`src/rtl/lkv_pkg.sv`:
```
// Shared request codes, widths and controller/datapath interface types for the LRU cache.
package lkv_pkg;

  // Request codes
  localparam logic [1:0] REQ_GET = 2'd0;
  localparam logic [1:0] REQ_PUT = 2'd1;
  localparam logic [1:0] REQ_DEL = 2'd2;
  localparam logic [1:0] REQ_NOP = 2'd3;

  // Payload and capacity register widths
  localparam int unsigned WORD_BITS = 64;
  localparam int unsigned CAP_BITS  = 5;
  localparam logic [CAP_BITS-1:0] CAP_RESET = 5'd16;

  // Commands from the controller to the datapath
  typedef struct packed {
    logic capture;   // latch the input beat
    logic lookup;    // register the key match and replacement target
    logic touch;     // move the target slot to most recent
    logic drop;      // invalidate the target slot
    logic insert;    // place the key in the lowest free slot
    logic mem_wr;    // overwrite the payload of the target slot
    logic load_out;  // load the result register
  } lkv_cmd_t;

  // Status from the datapath to the controller
  typedef struct packed {
    logic [1:0] req_type;
    logic       hit;
    logic       full;
  } lkv_sts_t;

endpackage

```
`src/rtl/lru_key_value_cache.sv`:
```
// Top level of the fully associative key-value cache with LRU replacement.
//
// Fully associative key-value cache with least-recently-used replacement. Each input beat
// is a get, put or remove on one key (only the low KEY_BITS bits of in_req_key take part);
// each produces exactly one result beat, in order. All ENTRIES keys are compared in parallel
// and every slot keeps a recency rank, so the least recent slot is the one whose rank equals
// occupancy minus one. A request is sequenced as capture, lookup, update and result load; a
// put of a new key takes a second update state (ST_INS), since the eviction and the insertion
// into the lowest free slot are separate updates. The result register frees the input side,
// so a new beat is taken while the previous result is still stalled. cfg_capacity_limit sets
// the occupancy at which a new key evicts; zero acts as one and values above ENTRIES saturate.
// Write it only while the block is idle. No clearing pass is needed after reset.
module lru_key_value_cache import lkv_pkg::*; #(
  parameter int unsigned ENTRIES  = 16,
  parameter int unsigned KEY_BITS = 64
) (
  input  logic                 clk,
  input  logic                 rst_n,
  // request channel
  input  logic                 in_valid,
  output logic                 in_stall,
  input  logic [1:0]           in_req_type,
  input  logic [WORD_BITS-1:0] in_req_key,
  input  logic [WORD_BITS-1:0] in_entry_word,
  input  logic [WORD_BITS-1:0] in_value_word,
  // result channel
  output logic                 out_valid,
  input  logic                 out_stall,
  output logic                 out_found,
  output logic [WORD_BITS-1:0] out_entry_out,
  output logic [WORD_BITS-1:0] out_value_out,
  // configuration channel
  input  logic                 cfg_valid,
  output logic                 cfg_ready,
  input  logic [CAP_BITS-1:0]  cfg_capacity_limit
);

  lkv_cmd_t cmd;
  lkv_sts_t sts;
  logic     cfg_we;

  // Configuration beat
  assign cfg_ready = rst_n;
  assign cfg_we    = cfg_valid && cfg_ready;

  // Controller
  lkv_ctrl u_ctrl (
    .clk       (clk),
    .rst_n     (rst_n),
    .in_valid  (in_valid),
    .in_stall  (in_stall),
    .out_valid (out_valid),
    .out_stall (out_stall),
    .cmd       (cmd),
    .sts       (sts)
  );

  // Datapath
  lkv_dpath #(
    .ENTRIES  (ENTRIES),
    .KEY_BITS (KEY_BITS)
  ) u_dpath (
    .clk           (clk),
    .rst_n         (rst_n),
    .cmd           (cmd),
    .sts           (sts),
    .cfg_we        (cfg_we),
    .cfg_cap       (cfg_capacity_limit),
    .in_req_type   (in_req_type),
    .in_req_key    (in_req_key),
    .in_entry_word (in_entry_word),
    .in_value_word (in_value_word),
    .out_found     (out_found),
    .out_entry_out (out_entry_out),
    .out_value_out (out_value_out)
  );

`ifndef SYNTHESIS
  // An accepted beat keeps the input side busy in the next cycle
  a_busy_after_accept: assert property (@(posedge clk) disable iff (!rst_n)
    (in_valid && !in_stall) |=> in_stall)
    else $error("input accepted while a request is in flight");

  // A result never appears in the cycle right after a beat is accepted
  a_no_early_result: assert property (@(posedge clk) disable iff (!rst_n)
    (in_valid && !in_stall) |=> !$rose(out_valid))
    else $error("result produced before lookup finished");

  // Payload words are only returned with a hit
  a_miss_zero: assert property (@(posedge clk) disable iff (!rst_n)
    (out_valid && !out_found) |-> ((out_entry_out == '0) && (out_value_out == '0)))
    else $error("nonzero payload on a result without a hit");
`endif

endmodule

```
`src/rtl/lkv_dpath.sv`:
```
// Datapath of the LRU cache: key store, recency ranks, payload memory and result register.
module lkv_dpath import lkv_pkg::*; #(
  parameter int unsigned ENTRIES  = 16,
  parameter int unsigned KEY_BITS = 64
) (
  input  logic                 clk,
  input  logic                 rst_n,
  input  lkv_cmd_t             cmd,
  output lkv_sts_t             sts,
  input  logic                 cfg_we,
  input  logic [CAP_BITS-1:0]  cfg_cap,
  input  logic [1:0]           in_req_type,
  input  logic [WORD_BITS-1:0] in_req_key,
  input  logic [WORD_BITS-1:0] in_entry_word,
  input  logic [WORD_BITS-1:0] in_value_word,
  output logic                 out_found,
  output logic [WORD_BITS-1:0] out_entry_out,
  output logic [WORD_BITS-1:0] out_value_out
);

  localparam int unsigned IDX_W  = $clog2(ENTRIES);
  localparam int unsigned CNT_W  = $clog2(ENTRIES + 1);
  localparam int unsigned CMP_W  = (CNT_W > CAP_BITS) ? CNT_W : CAP_BITS;
  localparam logic [CMP_W-1:0] ENTRIES_C = CMP_W'(ENTRIES);

  // Request registers
  logic [1:0]           type_r;
  logic [KEY_BITS-1:0]  key_r;
  logic [WORD_BITS-1:0] ent_r;
  logic [WORD_BITS-1:0] val_r;

  // Capacity register
  logic [CAP_BITS-1:0]  cap_r;

  // Slot state
  logic [ENTRIES-1:0]   valid_r;
  logic [KEY_BITS-1:0]  key_st_r  [ENTRIES];
  logic [IDX_W-1:0]     rank_r    [ENTRIES];
  logic [CNT_W-1:0]     occ_r;

  // Lookup results
  logic                 hit_r;
  logic                 full_r;
  logic [IDX_W-1:0]     tgt_idx_r;
  logic [IDX_W-1:0]     tgt_rank_r;

  // Payload memory, entry word in the upper half
  logic [2*WORD_BITS-1:0] mem [ENTRIES];
  logic [2*WORD_BITS-1:0] rd_r;
  logic                   mem_we;
  logic [IDX_W-1:0]       mem_wa;

  // Result register
  logic                 found_r;
  logic [WORD_BITS-1:0] entry_o_r;
  logic [WORD_BITS-1:0] value_o_r;

  // Combinational lookup
  logic                 hit_c;
  logic [IDX_W-1:0]     hit_idx_c;
  logic [IDX_W-1:0]     hit_rank_c;
  logic [IDX_W-1:0]     lru_idx_c;
  logic [CNT_W-1:0]     occ_m1;
  logic [IDX_W-1:0]     lru_rank;
  logic [CMP_W-1:0]     cap_ext;
  logic [CMP_W-1:0]     occ_ext;
  logic                 full_c;

  // Lowest free slot
  logic [ENTRIES-1:0]   free_v;
  logic [ENTRIES-1:0]   free_oh;
  logic [IDX_W-1:0]     free_idx;
  logic                 free_any;

  // Capture the input beat
  always_ff @(posedge clk) begin
    if (cmd.capture) begin
      type_r <= in_req_type;
      key_r  <= in_req_key[KEY_BITS-1:0];
      ent_r  <= in_entry_word;
      val_r  <= in_value_word;
    end
  end

  // Capacity limit
  always_ff @(posedge clk) begin
    if (!rst_n) begin
      cap_r <= CAP_RESET;
    end else if (cfg_we) begin
      cap_r <= cfg_cap;
    end
  end

  // Least recent slot holds rank occupancy-1
  assign occ_m1   = occ_r - CNT_W'(1);
  assign lru_rank = occ_m1[IDX_W-1:0];

  // Parallel key compare; keys are unique among valid slots so OR-encoding is exact
  always_comb begin
    hit_c      = 1'b0;
    hit_idx_c  = '0;
    hit_rank_c = '0;
    lru_idx_c  = '0;
    for (int i = 0; i < ENTRIES; i++) begin
      if (valid_r[i] && (key_st_r[i] == key_r)) begin
        hit_c      = 1'b1;
        hit_idx_c  = hit_idx_c | IDX_W'(i);
        hit_rank_c = hit_rank_c | rank_r[i];
      end
      if (valid_r[i] && (rank_r[i] == lru_rank)) begin
        lru_idx_c = lru_idx_c | IDX_W'(i);
      end
    end
  end

  // Full check: limit zero acts as one, limit above the slot count saturates
  assign cap_ext = CMP_W'(cap_r);
  assign occ_ext = CMP_W'(occ_r);
  assign full_c  = (cap_r == '0) ? (occ_r != '0)
                                 : ((occ_ext >= cap_ext) || (occ_ext >= ENTRIES_C));

  // Lowest free slot via isolate-lowest-set-bit
  assign free_v   = ~valid_r;
  assign free_oh  = free_v & (~free_v + ENTRIES'(1));
  assign free_any = |free_v;

  always_comb begin
    free_idx = '0;
    for (int i = 0; i < ENTRIES; i++) begin
      if (free_oh[i]) begin
        free_idx = free_idx | IDX_W'(i);
      end
    end
  end

  // Register lookup; a miss targets the least recent slot for eviction
  always_ff @(posedge clk) begin
    if (cmd.lookup) begin
      hit_r      <= hit_c;
      full_r     <= full_c;
      tgt_idx_r  <= hit_c ? hit_idx_c : lru_idx_c;
      tgt_rank_r <= hit_c ? hit_rank_c : lru_rank;
    end
  end

  // Valid bits, recency ranks and occupancy
  always_ff @(posedge clk) begin
    if (!rst_n) begin
      valid_r <= '0;
      rank_r  <= '{default: '0};
      occ_r   <= '0;
    end else begin
      if (cmd.touch) begin
        for (int i = 0; i < ENTRIES; i++) begin
          if (valid_r[i] && (rank_r[i] < tgt_rank_r)) begin
            rank_r[i] <= rank_r[i] + IDX_W'(1);
          end
        end
        rank_r[tgt_idx_r] <= '0;
      end
      if (cmd.drop) begin
        for (int i = 0; i < ENTRIES; i++) begin
          if (valid_r[i] && (rank_r[i] > tgt_rank_r)) begin
            rank_r[i] <= rank_r[i] - IDX_W'(1);
          end
        end
        valid_r[tgt_idx_r] <= 1'b0;
        rank_r[tgt_idx_r]  <= '0;
        occ_r              <= occ_r - CNT_W'(1);
      end
      if (cmd.insert && free_any) begin
        for (int i = 0; i < ENTRIES; i++) begin
          if (valid_r[i]) begin
            rank_r[i] <= rank_r[i] + IDX_W'(1);
          end
        end
        valid_r[free_idx] <= 1'b1;
        rank_r[free_idx]  <= '0;
        occ_r             <= occ_r + CNT_W'(1);
      end
    end
  end

  // Key store
  always_ff @(posedge clk) begin
    if (cmd.insert && free_any) begin
      key_st_r[free_idx] <= key_r;
    end
  end

  // Payload memory: one write port, one registered read at the target slot
  assign mem_we = cmd.mem_wr || (cmd.insert && free_any);
  assign mem_wa = cmd.insert ? free_idx : tgt_idx_r;

  always_ff @(posedge clk) begin
    if (mem_we) begin
      mem[mem_wa] <= {ent_r, val_r};
    end
    rd_r <= mem[tgt_idx_r];
  end

  // Result register
  always_ff @(posedge clk) begin
    if (cmd.load_out) begin
      found_r <= hit_r && (type_r != REQ_NOP);
      if ((type_r == REQ_GET) && hit_r) begin
        entry_o_r <= rd_r[2*WORD_BITS-1:WORD_BITS];
        value_o_r <= rd_r[WORD_BITS-1:0];
      end else begin
        entry_o_r <= '0;
        value_o_r <= '0;
      end
    end
  end

  assign sts.req_type  = type_r;
  assign sts.hit       = hit_r;
  assign sts.full      = full_r;

  assign out_found     = found_r;
  assign out_entry_out = entry_o_r;
  assign out_value_out = value_o_r;

endmodule

```
`src/rtl/lkv_ctrl.sv`:
```
// Controller of the LRU cache: request sequencing and input/output handshakes.
module lkv_ctrl import lkv_pkg::*; (
  input  logic     clk,
  input  logic     rst_n,
  input  logic     in_valid,
  output logic     in_stall,
  output logic     out_valid,
  input  logic     out_stall,
  output lkv_cmd_t cmd,
  input  lkv_sts_t sts
);

  localparam logic [2:0] ST_IDLE = 3'd0;
  localparam logic [2:0] ST_LOOK = 3'd1;
  localparam logic [2:0] ST_EXEC = 3'd2;
  localparam logic [2:0] ST_INS  = 3'd3;
  localparam logic [2:0] ST_DONE = 3'd4;

  logic [2:0] state_r;
  logic [2:0] state_nxt;
  logic       out_valid_r;
  logic       out_valid_nxt;

  // Next state and commands
  always_comb begin
    cmd           = '0;
    state_nxt     = state_r;
    out_valid_nxt = out_valid_r && out_stall;
    unique case (state_r)
      ST_IDLE: begin
        if (in_valid) begin
          cmd.capture = 1'b1;
          state_nxt   = ST_LOOK;
        end
      end
      ST_LOOK: begin
        cmd.lookup = 1'b1;
        state_nxt  = ST_EXEC;
      end
      ST_EXEC: begin
        state_nxt = ST_DONE;
        unique case (sts.req_type)
          REQ_GET: begin
            cmd.touch = sts.hit;
          end
          REQ_PUT: begin
            if (sts.hit) begin
              cmd.touch  = 1'b1;
              cmd.mem_wr = 1'b1;
            end else begin
              // new key: evict the least recent first when at capacity
              cmd.drop  = sts.full;
              state_nxt = ST_INS;
            end
          end
          REQ_DEL: begin
            cmd.drop = sts.hit;
          end
          default: begin
          end
        endcase
      end
      ST_INS: begin
        cmd.insert = 1'b1;
        state_nxt  = ST_DONE;
      end
      ST_DONE: begin
        // wait for the result register to free up
        if (!out_valid_r || !out_stall) begin
          cmd.load_out  = 1'b1;
          out_valid_nxt = 1'b1;
          state_nxt     = ST_IDLE;
        end
      end
      default: begin
        state_nxt = ST_IDLE;
      end
    endcase
  end

  // State and result valid registers
  always_ff @(posedge clk) begin
    if (!rst_n) begin
      state_r     <= ST_IDLE;
      out_valid_r <= 1'b0;
    end else begin
      state_r     <= state_nxt;
      out_valid_r <= out_valid_nxt;
    end
  end

  assign in_stall  = !rst_n || (state_r != ST_IDLE);
  assign out_valid = out_valid_r;

endmodule

```
`config.mk`:
```
export PLATFORM = sky130hd
export DESIGN_NAME = lru_key_value_cache
export DESIGN_NICKNAME = d
export VERILOG_FILES = /design/src/rtl/lkv_pkg.sv /design/src/rtl/lru_key_value_cache.sv /design/src/rtl/lkv_dpath.sv /design/src/rtl/lkv_ctrl.sv
export SDC_FILE = /design/constraint.sdc
export NUM_CORES = 2
export LEC_CHECK = 0
export ABC_AREA = 0
export BUFFER_PORTS_ARGS = -buffer_cell sky130_fd_sc_hd__clkbuf_2
export CAP_MARGIN = 25
export CORE_AREA = 3 3 571 573
export DETAILED_ROUTE_END_ITERATION = 12
export DIE_AREA = 0 0 574 576
export HOLD_SLACK_MARGIN = 0.08
export SYNTH_ARGS = -nofsm -noshare
export SYNTH_HDL_FRONTEND = slang
export SYNTH_HIERARCHICAL = 1
export SYNTH_SLANG_ARGS = --single-unit
```
`constraint.sdc`:
```
create_clock -name clk -period 33.7 [get_ports clk]
set_clock_uncertainty 0.05 [all_clocks]
set_input_delay 5.055 -clock clk [delete_from_list [all_inputs] [get_ports clk]]
set_output_delay 5.055 -clock clk [all_outputs]
set_load 0.01 [all_outputs]
```
# Word level (Yosys, flattened, before mapping)
# Memory sizes are Yosys's and may differ from the RTL's. A register that Yosys moved wholly into a read port is not among the register bits.
# Cells that the tools add are included.
# op_classes
n_addsub,35
mul,0
n_div,0
magnitude_cmp,42
n_eq_ne,40
n_shift,0
n_mux,265
bitwise,28
reduce_logical,87
# ops
operator,n
64-bit == test,16
4-bit two-way mux,189
64-bit bitwise AND,3
64-bit two-way mux,3
64-bit NOT,2
1-bit logical AND,72
4-bit by 1-bit adder with 4-bit output (second input constant),16
4-bit > comparator,16
4-bit less-than comparator,16
4-bit by 1-bit subtractor with 4-bit output (second input constant),16
4-bit == test,15
4-bit OR,15
16-bit two-way mux,3
3-bit two-way mux,16
16-bit NOT,3
1-bit two-way mux,38
16-bit bitwise AND,2
4-bit demux with 4-bit select,2
16-bit by 1-bit adder with 16-bit output (second input constant),1
16-bit OR,1
16-bit OR reduction,1
5-bit >= comparator (second input constant),3
3-bit case mux with 5 select lines,1
2-bit two-way mux,7
26 further kinds,40
# word_totals
regBits,427
latch_bits,0
ram_bits,3072
mem_bits_ro,0
input_bits,204
out_inout_bits,132
wordCells,531
n_memories,2
# mem_list
memory,depth,width,read_ports,rd_ports_with_merged_regs,wr,line_no,text
u_dpath.mem,16,128,1,1,1,lkv_dpath.sv:48,logic [2*WORD_BITS-1:0] mem [ENTRIES];
u_dpath.key_st_r,16,64,16,0,1,lkv_dpath.sv:37,logic [KEY_BITS-1:0] key_st_r [ENTRIES];

# Depth between registers and ports, before layout
# An unclocked memory read counts as a cell.
# depth
word_depth,35
ltp_mapped,14

# By module
# Netlist, hierarchy kept.
# modules_own_cells
mod,n_inst,cells_each,area_each_um2,seq_area_each_um2
lkv_dpath,1,7589,144069.4,106612.2
lkv_ctrl,1,33,314.1,80.1
lru_key_value_cache,1,2,13.8,0.0

# Worst setup path after synthesis
# No wires, ideal clock.
# synth_path
path_kind,input to register
from,in in_valid
to,"reg u_dpath.ent_r[0], enable pin"
arrival_ns,24.463
t_required_ns,32.359
path_slack_ns,7.896
path_stages,1
path_buffers,0
cell_sequence,nor4b_1
# synth_between
elab_chain_cells,2
# synth_rtl
item,line_no,text
from (decl),lru_key_value_cache.sv:20,"input logic in_valid,"
1-bit two-way mux,lkv_ctrl.sv:31,if (in_valid) begin
1-bit two-way mux,lkv_ctrl.sv:29,unique case (state_r)
to (signal assigned),lkv_dpath.sv:80,ent_r <= in_entry_word;
to (decl),lkv_dpath.sv:29,logic [WORD_BITS-1:0] ent_r;
# No other way between the ends.
# A chain may end at the register's enable or synchronous reset.

# Final worst setup path
# layout_path
from,in rst_n
to,out in_stall
# layout_between
elab_chain_cells,2
# layout_rtl
item,line_no,text
from (decl),lru_key_value_cache.sv:18,"input logic rst_n,"
1-bit zero test,--,
1-bit logical OR,lkv_ctrl.sv:92,assign in_stall = !rst_n || (state_r != ST_IDLE);
to (decl),lru_key_value_cache.sv:21,"output logic in_stall,"
# No other way between the ends.

==> qor.yml <==
outcome:
  outcome: "finished clean"
worst_setup_path:
  crit_chain: "clkbuf_2 -> or4b_1 -> clkbuf_2"
  crit_fanout: 7
  slowest_stage: "or4b_1"
  crit_path_frequent_cell: "clkbuf_2"
  end_kind: "output port"
  cp.required_ns: 28.59
  startpoint: "rst_n"
  cp_num_buf_inv: 2
  reg2reg_slack_ns: 27.01
  startpoint_type: "input port"
  crit_family: "simple AND/OR/NAND/NOR gates"
  r2r_start: "u_dpath/valid_r[2]$_SDFF_PN0_"
  path_class: "input port to output port"
  cp.arrival_ns: 5.91
  critPathMaxStageDelay_ns: 0.50
cts:
  clock-sinks: 3627
  post_cts_buffers: 0
  ctsHoldBuffers: 0
  cts_buffer_depth: 4
  post_cts_resized: 0
  tritoncts: "built"
  htree_levels: 5
  cts-root-buf: "clkbuf_16"
  clk_latency_ns: 0.92
  cts_buffers: 366
  path_clk_slew_ns: 0.06
detailed_routing:
  routed-wl-met2_mm: 188.7
  drt_iter0_markers: 8745
  drtPass1Iterations: 7
  vias: 75074
  ant_nets: 0
  vias_per_cell: 5.862
  drc: 0
  wire_per_inst_um: 29.99
  m1WireLength_mm: 156.1
  wl_mm: 384.1
  topRoutingLayerUsed: "met5"
  wl_met3_mm: 27.47
hold_path:
  min_from: "u_dpath/rd_r[122]$_DFF_P_"
  hp-class: "flip-flop to flip-flop"
timing:
  fin_crit_sh_pct: 32.70
  fin_tns_setup_ns: 0
  rsz0062_at_grt: "false"
  setup_viol: 0
  setup_ws_ns: 22.68
  layout_min_cycle_time_ns: 11.02
  timing.final.max_slew_violations: 0
  fmaxAchievable_ghz: 0.09075
  hold_slack_ns: 0.4590
  finalHoldViolCount: 0
  relSlewSlack_pct: 26.96
  tightest_slew_ns: 1.086
power_and_ir_drop:
  leakage_uw: 0.05291
  p_comb_share_pct: 4.1
  power_frac_clock_pct: 42.9
  switching_share_pct: 21.15
  ir_drop_mv: 0.04287
  seq_power_share_pct: 53.0
  power.density_mw_per_mm2: 58.12
  p_int_uw: 7508
  p_switching_uw: 2013
global_route:
  grt_pass1_wl_mm: 550.3
  grt_pass1_vias: 75943
  track_usage_pct: 22.92
  gr-total-overflow: 0
  grt_max_degree: 129
  antenna_found_initial: 36
synth:
  seq_area_frac_synth_pct: 73.89
  synth_area_per_cell_um2: 18.94
  syn_nets: 7935
  synthFlopType: "edfxtp_1"
  synth_cell_types: 109
  synth-async-reset-ratio_pct: 0
  synth_edf_count: 3405
  synth_seq_cells: 3627
  synth.cell_area_mm2: 0.1444
  synthCells: 7624
  ys_warn_count: 6
placed_design:
  post-place-ws_ns: 22.66
  place_area_mm2: 0.1516
  hpwl_mm: 216.0
  gp_congestion: 0.9329
  portBuffers: 335
  dp_cells: 12117
die:
  die_area_mm2: 0.3306
  core_mm2: 0.3211
  std_cell_rows: 208
  die_w_um: 574
  io-pin-count: 336
  initial_utilization_pct: 44.96
  fp.dieH_um: 576
cells_and_area:
  layout_commonest_cell: "edfxtp_1"
  final_cells: 12806
  n_fill_cell: 25693
  design_area_mm2: 0.1638
  final_cell_mix: "edfxtp_1, mux4_2, xor2_1"
  fin_nets: 8496
  multi_input_area_mm2: 0.03546
  seq_area_mm2: 0.1067
  layout-drive-gt1-share_pct: 21.78
  synthToLayoutAreaGrowth_pct: 13.44
job:
  cap_violations: 0
## synthesized netlist by cell type, drive strengths merged, types with 14 or more instances
master,instances,area (µm²)
a2111oi,46,435.4
a211oi,15,117.6
a21oi,90,450.4
a221oi,20,175.2
a31oi,20,125.1
and2,154,970.9
and3,19,120.1
buf,204,1375
clkbuf,160,600.6
dfxtp,222,4444
edfxtp,3405,102200
ha,107,1339
inv,134,518.0
mux2i,14,140.1
mux4,640,14410
nand2,148,558.0
nand2b,88,550.5
nand3,128,640.6
nand4,147,940.9
nor2,159,596.8
nor2b,141,882.1
nor3,65,335.3
nor4,158,1117
o2111ai,48,420.4
o21a,38,285.3
o21ai,74,370.3
o22ai,36,225.2
or4,28,225.2
xnor2,349,3064
xor2,527,4623
## worst register-to-register path: cells and delay by family, from the launching register on
family / cells / cell delay, ns
AND/OR/NAND/NOR: 6 / 2.86
buffers and inverters: 3 / 2.35
flip-flops: 1 / 0.75
AO/OA/AOI/OAI: 1 / 0.26
## area by class of cell
type	count	area share, %
inverters	136	0.3216
well taps	4305	3.288
repair buffers	557	2.227
flip-flops and latches	3627	65.13
clock buffers	479	6.100
multi-input cells	3497	21.65
clock inverters	199	1.273
diodes	6	0.009166
## flip-flops by register name, indices dropped and copies added (netlist names), 4 cells and up
signal and flops:
u_dpath/valid_r 16, u_dpath/key_st_r 1024, u_dpath/key_r 64, u_dpath/cap_ext 5, u_dpath/rd_r 128, u_dpath/ent_r 64
u_dpath/mem 2048, u_dpath/tgt_rank_r 4, u_dpath/out_value_out 64, u_dpath/tgt_idx_r 4, u_dpath/occ_ext 5, u_dpath/out_entry_out 64
u_dpath/rank_r 64, u_dpath/val_r 64
## cell families (layout without fill, tap and decap cells)
logic type,after synthesis,after routing,synth area share [%]
adders and majority gates,107,107,0.9272
and+or+nand+nor,1304,1304,5.211
muxes,658,658,10.11
AOI/OAI and AO/OA,552,552,2.804
DFF,3627,3627,73.89
xor gates and xnor gates,876,876,5.324
buffers and inverters,500,1371,1.733
other,0,6,0
## power groups by stage
stage | Combinational, µW | Sequential [µW] | Clock (µW)
after floorplan | 224 | 5140 | 0
after global placement | 388 | 5130 | 0
after detailed placement | 392 | 5140 | 0
after CTS | 394 | 5040 | 4170
after global routing | 412 | 5050 | 4340
final | 389 | 5040 | 4090
## metrics by stage
step	power [µW]	util [%]
finish	9521	51.01
floorplan	5360	-
global placement	5520	47.17
global route	9803	51.00
detailed placement	5531	47.20
CTS	9606	50.96
## path summary, 6_finish.rpt
path / to / cells after the start
max: in_stall / 3
min: u_dpath/out_entry_out[58]$_SDFFCE_PN0P_ / 1
max reg2reg: u_dpath/mem[6][114]$_DFFE_PP_ / 10
min reg2reg: u_dpath/out_entry_out[58]$_SDFFCE_PN0P_ / 1
## metal layers
metal	vias up	GRT usage (%)
li1	31533	-
met3	646	3.504
met2	3183	38.26
met5	-	0
met1	39696	31.45
met4	16	6.409
No activity file was read; power rests on OpenSTA's default activity.
